$ cat config.mk
export PLATFORM = sky130hd
export DESIGN_NAME = nnls_out
export DESIGN_NICKNAME = d
export VERILOG_FILES = /design/src/rtl/core/nnls_pkg.sv /design/src/rtl/core/nnls_out.sv
export VERILOG_INCLUDE_DIRS = /design/src /design/src/rtl/core
export SDC_FILE = /design/constraint.sdc
export NUM_CORES = 1
export LEC_CHECK = 0
export BUFFER_PORTS_ARGS = -buffer_cell sky130_fd_sc_hd__buf_2
export CAP_MARGIN = 20
export CORE_MARGIN = 4
export CORE_UTILIZATION = 25
export DETAILED_ROUTE_END_ITERATION = 12
export PLACE_DENSITY = 0.56
export SYNTH_ARGS = -nofsm -noshare
export SYNTH_HDL_FRONTEND = slang
export SYNTH_SLANG_ARGS = --single-unit
export TNS_END_PERCENT = 1
$ cat constraint.sdc
create_clock -name clk -period 2.1 [get_ports clk]
set_input_delay 0.105 -clock clk [delete_from_list [all_inputs] [get_ports clk]]
set_output_delay 0.105 -clock clk [all_outputs]
set_load 0.005 [all_outputs]
$ cat src/rtl/core/nearest_neighbour_line_scaler_defines.svh
// ---------------------------------------------------------------------------
// Nearest-neighbour line scaler: assertion macros
// Shared property shorthands for the scaler modules. They expect signals
// named clk and arst_n in the module that uses them.
// ---------------------------------------------------------------------------
`ifndef NEAREST_NEIGHBOUR_LINE_SCALER_DEFINES_SVH
`define NEAREST_NEIGHBOUR_LINE_SCALER_DEFINES_SVH

// Same-cycle implication, checked out of reset.
`define NNLS_ASSERT_IMP(lbl, ante, cons, msg) \
	lbl: assert property (@(posedge clk) disable iff (!arst_n) (ante) |-> (cons)) \
		else $error(msg);

// Next-cycle implication, checked out of reset.
`define NNLS_ASSERT_NXT(lbl, ante, cons, msg) \
	lbl: assert property (@(posedge clk) disable iff (!arst_n) (ante) |=> (cons)) \
		else $error(msg);

`endif

$ cat src/rtl/core/nnls_pkg.sv
// ---------------------------------------------------------------------------
// Nearest-neighbour line scaler package
// Command and status codes, register indexes and the result descriptor
// passed from the control unit to the output stage.
// ---------------------------------------------------------------------------
`default_nettype none

package nnls_pkg;

	localparam int unsigned PIX_W   = 24;
	localparam int unsigned INW_W   = 13;
	localparam int unsigned OUTW_W  = 16;
	localparam int unsigned SCALE_W = 23;
	localparam int unsigned FRAC_W  = 24;
	localparam int unsigned POS_W   = 32;
	localparam int unsigned CFG_IDX_W  = 2;
	localparam int unsigned CFG_DATA_W = 23;

	localparam logic [FRAC_W-1:0] Q_ONE = 24'h01_0000;

	typedef enum logic [1:0] {
		CMD_LOAD  = 2'd0,
		CMD_FETCH = 2'd1,
		CMD_START = 2'd2,
		CMD_NONE  = 2'd3
	} cmd_t;

	typedef enum logic [1:0] {
		ST_LOADED  = 2'd0,
		ST_PIXEL   = 2'd1,
		ST_SPENT   = 2'd2,
		ST_REFUSED = 2'd3
	} status_t;

	localparam logic [CFG_IDX_W-1:0] REG_IN_WIDTH  = 2'd0;
	localparam logic [CFG_IDX_W-1:0] REG_OUT_WIDTH = 2'd1;
	localparam logic [CFG_IDX_W-1:0] REG_INV_SCALE = 2'd2;

	typedef struct packed {
		status_t status;
		logic    row_end;
	} result_t;

endpackage

`default_nettype wire

$ cat src/rtl/core/nnls_out.sv
// ---------------------------------------------------------------------------
// Nearest-neighbour line scaler: output stage
// Tracks the item whose line store read is in flight and registers the
// finished result so the input side keeps moving while the output stalls, until the in-flight slot is full.
// ---------------------------------------------------------------------------
`default_nettype none

`include "nearest_neighbour_line_scaler_defines.svh"

module nnls_out (
	input  wire logic                        clk,
	input  wire logic                        arst_n,
	input  wire logic                        issue,
	input  wire nnls_pkg::result_t           res,
	input  wire logic [nnls_pkg::PIX_W-1:0]  rdata,
	output logic                             take,
	output logic                             out_valid,
	input  wire logic                        out_ready,
	output logic [1:0]                       status,
	output logic [nnls_pkg::PIX_W-1:0]       pixel_out,
	output logic                             row_end
);

	import nnls_pkg::*;

	logic            valid_s1;
	result_t         res_s1;
	logic            out_valid_q;
	status_t         status_q;
	logic [PIX_W-1:0] pixel_q;
	logic            row_end_q;
	logic            out_free;

	assign out_free = !out_valid_q || out_ready;
	assign take     = !valid_s1 || out_free;

	always_ff @(posedge clk or negedge arst_n) begin
		if (!arst_n) begin
			valid_s1    <= 1'b0;
			out_valid_q <= 1'b0;
		end else begin
			if (take) begin
				valid_s1 <= issue;
			end
			if (out_free) begin
				out_valid_q <= valid_s1;
			end
		end
	end

	always_ff @(posedge clk) begin
		if (take && issue) begin
			res_s1 <= res;
		end
		if (out_free && valid_s1) begin
			status_q  <= res_s1.status;
			row_end_q <= res_s1.row_end;
			// only a pixel result carries line store data
			pixel_q   <= (res_s1.status == ST_PIXEL) ? rdata : '0;
		end
	end

	assign out_valid = out_valid_q;
	assign status    = status_q;
	assign pixel_out = pixel_q;
	assign row_end   = row_end_q;

	`NNLS_ASSERT_IMP(a_pix_only_on_pixel, out_valid_q && status_q != ST_PIXEL, pixel_q == '0, "pixel data on a non-pixel result")
	`NNLS_ASSERT_IMP(a_row_end_on_pixel, out_valid_q && row_end_q, status_q == ST_PIXEL, "row end on a non-pixel result")
	`NNLS_ASSERT_NXT(a_s1_holds, valid_s1 && !out_free, valid_s1 && $stable(res_s1), "in-flight item lost while output stalled")

endmodule

`default_nettype wire
==> impl_metrics.ini <==
[cells_and_area]
fin_util_pct = 37.3
num_antenna_cells = 0
final_net_count = 165
area_growth_syn_to_layout_pct = 40.1
layout-drive-gt1-share_pct = 58.5
instances_no_fill = 187

[pwr]
maximum_vdd_drop_uv = 211
leakagePower_uw = 0.000723
finalPower_uw = 1330
power_density_nw_per_um2 = 796

[setup_path]
critPathLaunch = out_valid
setup.reg_to_reg.worst_slack_ns = 0.71
launching_point_of_the_worst_reg2reg_path = out_valid
path_class = register to register
crit_end_category = register
critPathLaunchType = register
cp_data_arrival_time_ns = 1.37
worst-endpoint-required_ns = 2.08
timing.critical_path.fanout_max = 20
end_of_the_worst_register_to_register_path = pixel_out[11]
r2r_cells = 3
crit_end = pixel_out[11]

[grt]
first_global_vias = 797
grt.total_usage_pct = 9.00
grt.overflow.total = 0
antenna_found_initial = 0
grt_start_max_net_pins = 25
grt_first_pass_wirelength_mm = 4.02

[clock_tree]
cts-root-to-sink-buffers = 2
clkLatencyLatePin_ns = 0.27
tritoncts = yes
worst_setup_hold_path_clk_slew_ns = 0.06
post-cts-setup-buffers = 0
cts_hold_buf = 2
clkSinkCount = 32
clock-root-buffer = sky130_fd_sc_hd__clkbuf_8
post_cts_resized = 0
htreeDepth = 2
clock_buffer_count_from_cts = 5

[floorplanning]
start_util_pct = 26.6
io_pins = 60
core_um2 = 4470
std_cell_rows = 24
fp.dieArea_um2 = 5940
die_span_in_y_um = 77.1
dieWidth_um = 77.1

[synthesis]
post_synth_main_area_contributors = sky130_fd_sc_hd__edfxtp_1 (76%), sky130_fd_sc_hd__and2_2 (8.2%), sky130_fd_sc_hd__and2_1 (6.8%)
synth_seq_cells = 32
synth-edff-count = 30
synth_warnings = 0
yosys.area.top_type_share_pct = 75.6
avgSynthCellArea_um2 = 18.3
post_synth_most_frequent_cells = sky130_fd_sc_hd__edfxtp_1 (30), sky130_fd_sc_hd__and2_1 (13), sky130_fd_sc_hd__and2_2 (13)
syn-num-nets = 96
synth_cells = 65
cell_accounting_for_the_most_synthesized_area = sky130_fd_sc_hd__edfxtp_1
synthDistinctLibCells = 8
yosys.cell_count.top_type = sky130_fd_sc_hd__edfxtp_1
synth_sequential_area_ratio_pct = 79.7
yosys_most_used_dff = sky130_fd_sc_hd__edfxtp_1
total_standard_cell_area_after_synthesis_um2 = 1190
asyncSetResetFlopFracSynth_pct = 6.25

[place]
dp_cells = 175
half_perimeter_wire_length_after_placement_mm = 1.84
gp_congestion = 0.678
numPortBuffers = 59

[sta]
minimum_clock_period_after_layout_ns = 1.39
slew_viol_final = 0
setup_viol_count_final = 0
fin_setup_tns_ns = 0
max_slew_margin_pct = 72.9
rsz_0062_raised_after_global_routing = false
final_skew_ns = 0.00364
tightest_slew_ns = 0.406
timing_hold_violations_final = 0
timing.hold.ws_ns = 0.0263
crit_share_post_route_pct = 66.0
fmaxAchievable_ghz = 0.721

[drt]
route.detailed.drc = 0
routed_wire_length_per_instance_um = 12.9
antenna_left = 0
route.detailed.vias_per_inst = 3.89
drt_pass1_iterations = 4
post_detailed_routing_wire_length_mm = 2.41
detailroute.via_count = 728
number_of_violations_reported_at_the_end_of_detailed_routing_iteration_0 = 41

[hold_path]
hold_class = input port to register

[status]
run_status = finished, final reports clean

[job]
maxCapViolCount = 0
==> layout make-up <==
type	count	area (um^2)
Clock buffer	7	76.3
Clock inverter	1	3.75
Fill cell	436	2800
Multi-Input combinational cell	31	219
Sequential cell	32	951
Tap cell	52	65.1
Timing Repair Buffer	64	355
==> cell usage in the layout, fill, tap and decap left out <==
master and instances:
sky130_fd_sc_hd__edfxtp_1 30, sky130_fd_sc_hd__nand2b_1 3, sky130_fd_sc_hd__clkbuf_8 5, sky130_fd_sc_hd__clkinv_1 1, sky130_fd_sc_hd__nand3b_1 1, sky130_fd_sc_hd__and2_1 13
sky130_fd_sc_hd__dfrtp_1 2, sky130_fd_sc_hd__buf_12 1, sky130_fd_sc_hd__dlygate4sd3_1 4, sky130_fd_sc_hd__buf_2 59, sky130_fd_sc_hd__clkbuf_1 2, sky130_fd_sc_hd__and2_2 13
sky130_fd_sc_hd__nor2b_4 1
==> state kept, by name (all words and copies together) (netlist names) <==
signal     flops
out_valid      1
row_end        1
status         2
valid_s1       1
res_s1         3
pixel_out     24
==> cells by family (layout without fill, tap and decap cells) <==
| group | after synthesis | count (layout) | synth area share, % |
|---|---|---|---|
| buffers and inverters | 2 | 72 | 1.89 |
| DFF | 32 | 32 | 79.7 |
| and+or+nand+nor | 31 | 31 | 18.4 |
==> power by group <==
part / switching (uW) / internal [uW] / total [uW]
clock: 196 / 230 / 426
sequential: 12.1 / 755 / 767
combinational: 62.2 / 74.5 / 137
total: 270 / 1060 / 1330
==> routing by layer <==
metal / GRT usage (%) / wire, um / up-vias
met3: 5.50 / 336 / 8
li1: - / - / 364
met4: 5.34 / 65 / 0
met5: 0 / 0 / -
met2: 12.5 / 974 / 46
met1: 10.5 / 1030 / 310
==> per-stage QoR <==
step	area, um^2	worst slack, ns
after floorplan	1190	0.548
after global placement	1550	0.761
after detailed placement	1550	0.703
after CTS	1650	0.684
after global routing	1670	0.602
final	1670	0.713
==> critical path, cell delays in order, from the launching register on <==
cell,delay [ns]
sky130_fd_sc_hd__dfrtp_1,0.39
sky130_fd_sc_hd__nand2b_1,0.09
sky130_fd_sc_hd__and2_1,0.38
sky130_fd_sc_hd__buf_12,0.22
==> how the worst min path moves through the flow <==
| stage | from | to | slack, ns | cells after the start |
|---|---|---|---|---|
| after floorplan | arst_n | out_valid | -0.19 | 0 |
| after global routing | issue | valid_s1 | 0.03 | 2 |
| after CTS | res[0] | res_s1[0] | 0.002 | 1 |
| after detailed placement | arst_n | out_valid | -0.1 | 1 |
| after global placement | arst_n | out_valid | -0.11 | 1 |
| final | issue | valid_s1 | 0.03 | 2 |
(Power assumes the default switching activity.)
