File: src/rtl/core/nearest_neighbour_line_scaler_defines.svh
// ---------------------------------------------------------------------------
// Nearest-neighbour line scaler: assertion macros
// Shared property shorthands for the scaler modules. They expect signals
// named clk and arst_n in the module that uses them.
// ---------------------------------------------------------------------------
`ifndef NEAREST_NEIGHBOUR_LINE_SCALER_DEFINES_SVH
`define NEAREST_NEIGHBOUR_LINE_SCALER_DEFINES_SVH

// Same-cycle implication, checked out of reset.
`define NNLS_ASSERT_IMP(lbl, ante, cons, msg) \
	lbl: assert property (@(posedge clk) disable iff (!arst_n) (ante) |-> (cons)) \
		else $error(msg);

// Next-cycle implication, checked out of reset.
`define NNLS_ASSERT_NXT(lbl, ante, cons, msg) \
	lbl: assert property (@(posedge clk) disable iff (!arst_n) (ante) |=> (cons)) \
		else $error(msg);

`endif

File: src/rtl/core/nnls_pkg.sv
// ---------------------------------------------------------------------------
// Nearest-neighbour line scaler package
// Command and status codes, register indexes and the result descriptor
// passed from the control unit to the output stage.
// ---------------------------------------------------------------------------
`default_nettype none

package nnls_pkg;

	localparam int unsigned PIX_W   = 24;
	localparam int unsigned INW_W   = 13;
	localparam int unsigned OUTW_W  = 16;
	localparam int unsigned SCALE_W = 23;
	localparam int unsigned FRAC_W  = 24;
	localparam int unsigned POS_W   = 32;
	localparam int unsigned CFG_IDX_W  = 2;
	localparam int unsigned CFG_DATA_W = 23;

	localparam logic [FRAC_W-1:0] Q_ONE = 24'h01_0000;

	typedef enum logic [1:0] {
		CMD_LOAD  = 2'd0,
		CMD_FETCH = 2'd1,
		CMD_START = 2'd2,
		CMD_NONE  = 2'd3
	} cmd_t;

	typedef enum logic [1:0] {
		ST_LOADED  = 2'd0,
		ST_PIXEL   = 2'd1,
		ST_SPENT   = 2'd2,
		ST_REFUSED = 2'd3
	} status_t;

	localparam logic [CFG_IDX_W-1:0] REG_IN_WIDTH  = 2'd0;
	localparam logic [CFG_IDX_W-1:0] REG_OUT_WIDTH = 2'd1;
	localparam logic [CFG_IDX_W-1:0] REG_INV_SCALE = 2'd2;

	typedef struct packed {
		status_t status;
		logic    row_end;
	} result_t;

endpackage

`default_nettype wire

File: src/rtl/core/nnls_ctrl.sv
// ---------------------------------------------------------------------------
// Nearest-neighbour line scaler: control unit
// Holds the configuration and frame state, decodes each accepted item and
// issues the line store write or read for it.
// ---------------------------------------------------------------------------
`default_nettype none

module nnls_ctrl #(
	parameter int unsigned MAX_WIDTH = 4096,
	parameter int unsigned AW        = $clog2(MAX_WIDTH)
) (
	input  wire logic                               clk,
	input  wire logic                               arst_n,
	input  wire logic                               cfg_we,
	input  wire logic [nnls_pkg::CFG_IDX_W-1:0]     cfg_index,
	input  wire logic [nnls_pkg::CFG_DATA_W-1:0]    cfg_wdata,
	input  wire logic                               acc,
	input  wire logic [1:0]                         cmd,
	input  wire logic [nnls_pkg::PIX_W-1:0]         pixel_in,
	output logic                                    mem_we,
	output logic [AW-1:0]                           mem_waddr,
	output logic [nnls_pkg::PIX_W-1:0]              mem_wdata,
	output logic                                    mem_re,
	output logic [AW-1:0]                           mem_raddr,
	output nnls_pkg::result_t                       res
);

	import nnls_pkg::*;

	localparam logic [14:0] MAXW_L = 15'(MAX_WIDTH);

	logic [INW_W-1:0]   in_width_q;
	logic [OUTW_W-1:0]  out_width_q;
	logic [SCALE_W-1:0] inv_scale_q;

	logic [INW_W-1:0]  wc_q, wc_d;
	logic              rr_q, rr_d;
	logic [FRAC_W-1:0] rf_q, rf_d;
	logic [OUTW_W-1:0] oc_q, oc_d;
	logic [POS_W-1:0]  cp_q, cp_d;

	logic [INW_W-1:0]  eff_in;
	logic [OUTW_W-1:0] eff_out;
	logic [INW_W-1:0]  wc_inc;
	logic [OUTW_W-1:0] oc_inc;
	logic [POS_W:0]    cp_sum;
	logic [15:0]       col_idx;
	logic [15:0]       col_lim;
	logic [15:0]       col_sel;
	logic              store_ok;
	logic              we_c;
	logic              re_c;
	cmd_t              cmd_c;

	always_ff @(posedge clk or negedge arst_n) begin
		if (!arst_n) begin
			in_width_q  <= INW_W'(1);
			out_width_q <= OUTW_W'(1);
			inv_scale_q <= SCALE_W'(65536);
		end else if (cfg_we) begin
			unique case (cfg_index)
				REG_IN_WIDTH:  in_width_q  <= cfg_wdata[INW_W-1:0];
				REG_OUT_WIDTH: out_width_q <= cfg_wdata[OUTW_W-1:0];
				REG_INV_SCALE: inv_scale_q <= cfg_wdata[SCALE_W-1:0];
				default: ;
			endcase
		end
	end

	// A width of zero acts as one; an input width above the store is capped.
	assign eff_in  = (in_width_q == '0) ? INW_W'(1) :
		(({2'b00, in_width_q} > MAXW_L) ? MAXW_L[INW_W-1:0] : in_width_q);
	assign eff_out = (out_width_q == '0) ? OUTW_W'(1) : out_width_q;

	assign wc_inc   = wc_q + INW_W'(1);
	assign oc_inc   = oc_q + OUTW_W'(1);
	assign cp_sum   = {1'b0, cp_q} + {10'b0, inv_scale_q};
	assign col_idx  = cp_q[POS_W-1:16];
	assign col_lim  = {3'b000, eff_in} - 16'd1;
	assign col_sel  = (col_idx > col_lim) ? col_lim : col_idx;
	assign store_ok = ({2'b00, wc_q} < MAXW_L);
	assign cmd_c    = cmd_t'(cmd);

	always_comb begin
		wc_d = wc_q;
		rr_d = rr_q;
		rf_d = rf_q;
		oc_d = oc_q;
		cp_d = cp_q;
		we_c = 1'b0;
		re_c = 1'b0;
		res.status  = ST_LOADED;
		res.row_end = 1'b0;
		unique case (cmd_c)
			CMD_LOAD: begin
				if (rr_q) begin
					res.status = ST_REFUSED;
				end else begin
					we_c = store_ok;
					wc_d = wc_inc;
					if (wc_inc >= eff_in) begin
						rr_d = 1'b1;
						oc_d = '0;
						cp_d = '0;
					end
				end
			end
			CMD_FETCH: begin
				if (!rr_q) begin
					res.status = ST_SPENT;
				end else if (rf_q >= Q_ONE) begin
					// row used up: drop one unit and ask for the next row
					res.status = ST_SPENT;
					rf_d = rf_q - Q_ONE;
					rr_d = 1'b0;
					wc_d = '0;
				end else begin
					res.status = ST_PIXEL;
					re_c = 1'b1;
					cp_d = cp_sum[POS_W] ? '1 : cp_sum[POS_W-1:0];
					oc_d = oc_inc;
					if (oc_inc == '0 || oc_inc >= eff_out) begin
						res.row_end = 1'b1;
						oc_d = '0;
						cp_d = '0;
						rf_d = rf_q + {1'b0, inv_scale_q};
					end
				end
			end
			CMD_START: begin
				wc_d = '0;
				rr_d = 1'b0;
				rf_d = '0;
				oc_d = '0;
				cp_d = '0;
			end
			CMD_NONE: ;
			default: ;
		endcase
	end

	always_ff @(posedge clk or negedge arst_n) begin
		if (!arst_n) begin
			wc_q <= '0;
			rr_q <= 1'b0;
			rf_q <= '0;
			oc_q <= '0;
			cp_q <= '0;
		end else if (acc) begin
			wc_q <= wc_d;
			rr_q <= rr_d;
			rf_q <= rf_d;
			oc_q <= oc_d;
			cp_q <= cp_d;
		end
	end

	assign mem_we    = acc && we_c;
	assign mem_waddr = AW'(wc_q);
	assign mem_wdata = pixel_in;
	assign mem_re    = acc && re_c;
	assign mem_raddr = col_sel[AW-1:0];

endmodule

`default_nettype wire

File: config.mk
export PLATFORM = sky130hd
export DESIGN_NAME = nnls_ctrl
export DESIGN_NICKNAME = d
export VERILOG_FILES = /design/src/rtl/core/nearest_neighbour_line_scaler_defines.svh /design/src/rtl/core/nnls_pkg.sv /design/src/rtl/core/nnls_ctrl.sv
export SDC_FILE = /design/constraint.sdc
export NUM_CORES = 1
export LEC_CHECK = 0
export ABC_AREA = 0
export BUFFER_PORTS_ARGS = -buffer_cell sky130_fd_sc_hd__clkbuf_2
export CAP_MARGIN = 15
export CORE_UTILIZATION = 55
export CTS_BUF_LIST = sky130_fd_sc_hd__clkbuf_4 sky130_fd_sc_hd__clkbuf_8
export DETAILED_ROUTE_END_ITERATION = 12
export PLACE_DENSITY = 0.82
export SLEW_MARGIN = 15
export SYNTH_ARGS = -nofsm -noshare
export SYNTH_HDL_FRONTEND = slang
export SYNTH_SLANG_ARGS = --single-unit
File: constraint.sdc
create_clock -name clk -period 7.9 [get_ports clk]
set_input_delay 0.395 -clock clk [delete_from_list [all_inputs] [get_ports clk]]
set_output_delay 0.395 -clock clk [all_outputs]
set_load 0.02 [all_outputs]
==> flow_summary.yaml <==
setup_path:
  cp_slowest_stage_delay_ps: 820
  crit_path_frequent_cell: "a21o_1"
  r2r_end: "rf_q[15]"
  critical_path_depth: 20
  reg2regPathDepth: 17
  worstSetupPathType: "reg2out"
  path_delay_family: "compound AO/OA/AOI/OAI gates"
  cp-end-kind: "output port"
  crit_path_top_delay_cell: "a31oi_2"
  worstReg2RegStart: "oc_q[0]"
  path_buf_inv: 1
  cp_max_fo: 12
  timing.critical_path.to: "mem_raddr[8]"
  cp-start-kind: "register"
  path_cells: "or3_1 -> or2_2 -> nor4_1 -> nand2_1 -> nor2_1 -> o21ai_0 -> ha_1 -> o21ai_0 -> nor2_1 -> xor2_1 -> ha_1 -> a21o_1 -> a21o_1 -> a21o_1 -> a21o_1 -> a21o_1 -> a221oi_1 -> a31oi_2 -> mux2i_1 -> clkbuf_2"
  critical_path_arrival_ps: 5530
  crit_start: "in_width_q[5]"
  rrSetupSlack_ps: 3090
  critPathRequiredTime_ps: 7510
synth:
  synth-compound-area-share_pct: 19.88
  yosysMostFrequentCell: "dfrtp_1"
  syn-mean-instance-area_um2: 8.720
  ys_seq_area_share_pct: 32.98
  netlist_area_um2: 10480
  ys.warnings.count: 0
  synthAdderAreaFrac_pct: 12.32
  async_flop_share_pct: 100.0
  synthTopCellsByCount: "dfrtp_1 (135), nand2_1 (128), o21ai_0 (114)"
  syn_inst: 1202
  synth_area_leader_cell: "dfrtp_1"
  synth-edff-count: 0
  synth_top_family_by_area: "compound AO/OA/AOI/OAI gates"
  yosys-top-cells-area: "dfrtp_1 (32%), ha_1 (12%), mux2_2 (5.6%)"
  muxShareOfSynthArea_pct: 6.828
  synthSimpleGateAreaFrac_pct: 15.70
  synth_seq_cells: 138
  synth_ff_type: "dfrtp_1"
  yosysTopAreaCellShare_pct: 32.23
  synth_cell_types: 72
  synth_xor_area_share_pct: 5.766
grt:
  grt.total_usage_pct: 26.85
  grt-ovfl-total: 0
  grt_max_degree: 77
  grt_pass1_vias: 8401
  antenna_found_initial: 0
  grt_pass1_wl_um: 41640
clocking:
  cts_root_buf: "clkbuf_8"
  clk_latency_ps: 480
  clkTransAtPathRegs_ps: 90
  ctsLongestPathBuffers: 2
  cts-buffers-inserted: 17
  cts_sinks: 138
  tritoncts: "done"
  htreeDepth: 4
  ctsResizeCount: 0
die:
  die-area_um2: 19610
  fp.coreArea_um2: 18710
  io_pins: 108
  die_h_um: 140.0
  die-width_um: 140.0
  start_util_pct: 56.03
  fp-row-count: 50
detailed_routing:
  firstDrtPassIters: 5
  routed_via_density: 6.095
  vias: 8874
  drt_iter0_drc: 741
  postRouteAntennaNets: 0
  drc: 0
  wl_per_cell_um: 17.29
  wirelength_um: 25170
job:
  drv_cap: 0
pwr:
  p_leak_nw: 5.226
  total_power_mw: 2.277
  peakVddDrop_mv: 0.1282
  pwr_density_cell_nw_per_um2: 206.1
sta:
  finalMaxSlewViolations: 0
  finalSetupViolCount: 0
  final.setup.tns_ps: 0
  slew_headroom_pct: 25.04
  rsz0062_at_grt: "false"
  timing.final.crit_share_pct: 75.03
  hold_viol_final: 0
  tightest_slew_ps: 1120
  setup_slack_ps: 1973
  hold_slack_ps: 159.9
  max_clock_freq_mhz: 168.7
  fin_crit_ps: 5927
  fin_skew_ps: 18.92
placed_design:
  portBuffers: 59
  pre_cts_ws_ps: 2522
  dp_cells: 1423
  gp_congestion: 0.9165
  place_area_um2: 10690
  dp.final_hpwl_um: 18690
finish:
  design_area_um2: 11050
  fill_cells: 1619
  drive_gt1_share_pct: 13.99
  syn2layout_area_growth_pct: 5.432
  final_cells: 1456
  diodes: 0
  utilization_pct: 59.08
  final_nets: 1366
run_status:
  status: "complete, no violations"
worst_hold_path:
  hp-class: "in2reg"
## final cells by class
class	instances	area, um2	share of cell area [%]
Sequential cell	138	3457	31.28
Multi-Input combinational cell	925	6365	57.60
Clock inverter	13	97.59	0.8832
Tap cell	234	292.8	2.649
Clock buffer	19	249.0	2.253
Inverter	60	225.2	2.038
Timing Repair Buffer	67	364.1	3.295
## per-layer routing
layer  up-vias  share of wire, %  track usage [%]  wire [um]
met4         0               3.0            12.38        767
met1      4274                45            35.21      11290
li1       4279                 -                -          -
met5         -                 0                0          0
met3        60               5.4            4.479       1362
met2       261                47            43.47      11760
## cell usage in the layout (no fill, tap or decap), drive strengths merged, types with 5 or more instances in the layout
cell     Yosys  layout
a21o        21      21
nor4        12      12
mux2i       13      13
xor2        29      29
nand3       26      26
nand4        8       8
a21oi       82      82
dfrtp      135     135
a31oi       11      11
o21a        11      11
o21ai      121     121
o21bai       8       8
ha         100     100
nor2        79      79
nand2b      21      21
a2111oi      6       6
a221o        5       5
xnor2       40      40
clkinv       0      10
and3        14      14
a211oi       7       7
inv         60      62
o31ai        8       8
clkbuf      36      77
nor3b        6       6
nor2b        8       8
a22oi       13      13
nand2      128     128
mux2        52      52
nor3        28      28
buf         45       8
a22o         9       9
## repair_timing
item | CTS | global route
endpoints found under the hold margin | 71 | 0
buffers inserted | 0 | 0
hold buffers | 1 | 0
## how the worst min path moves through the flow
stage	start	endpoint	cells past startpoint
3_3_place_gp	cp_q[0]	cp_q[0]	2
5_1_grt	cfg_wdata[17]	inv_scale_q[17]	2
6_report	cfg_wdata[18]	inv_scale_q[18]	2
2_1_floorplan	arst_n	cp_q[0]	0
4_1_cts	cfg_wdata[17]	inv_scale_q[17]	2
3_5_place_dp	cp_q[0]	cp_q[0]	2
## state kept, by name, indices dropped and copies added, names as in the netlist
register	flops
in_width_q	13
rr_q	1
rf_q	24
inv_scale_q	23
cp_q	32
out_width_q	16
wc_q	13
oc_q	16
## power by group
| group | internal (mW) | leakage, nW | switching (mW) |
|---|---|---|---|
| registers | 0.792 | 1.70 | 0.122 |
| logic | 0.361 | 3.35 | 0.483 |
| clock network | 0.225 | 0.181 | 0.294 |
| total | 1.38 | 5.23 | 0.899 |
## cells by family (layout without fill, tap and decap cells)
family / count (synthesis) / in the layout
AO/OA/AOI/OAI: 337 / 337
adder cells (fa/ha/maj): 102 / 102
XOR/XNOR: 69 / 69
multiplexers: 65 / 65
other: 1 / 3
buffers and inverters: 141 / 159
AND/OR/NAND/NOR: 349 / 349
flip-flops: 138 / 138
(Power assumes the default switching activity.)
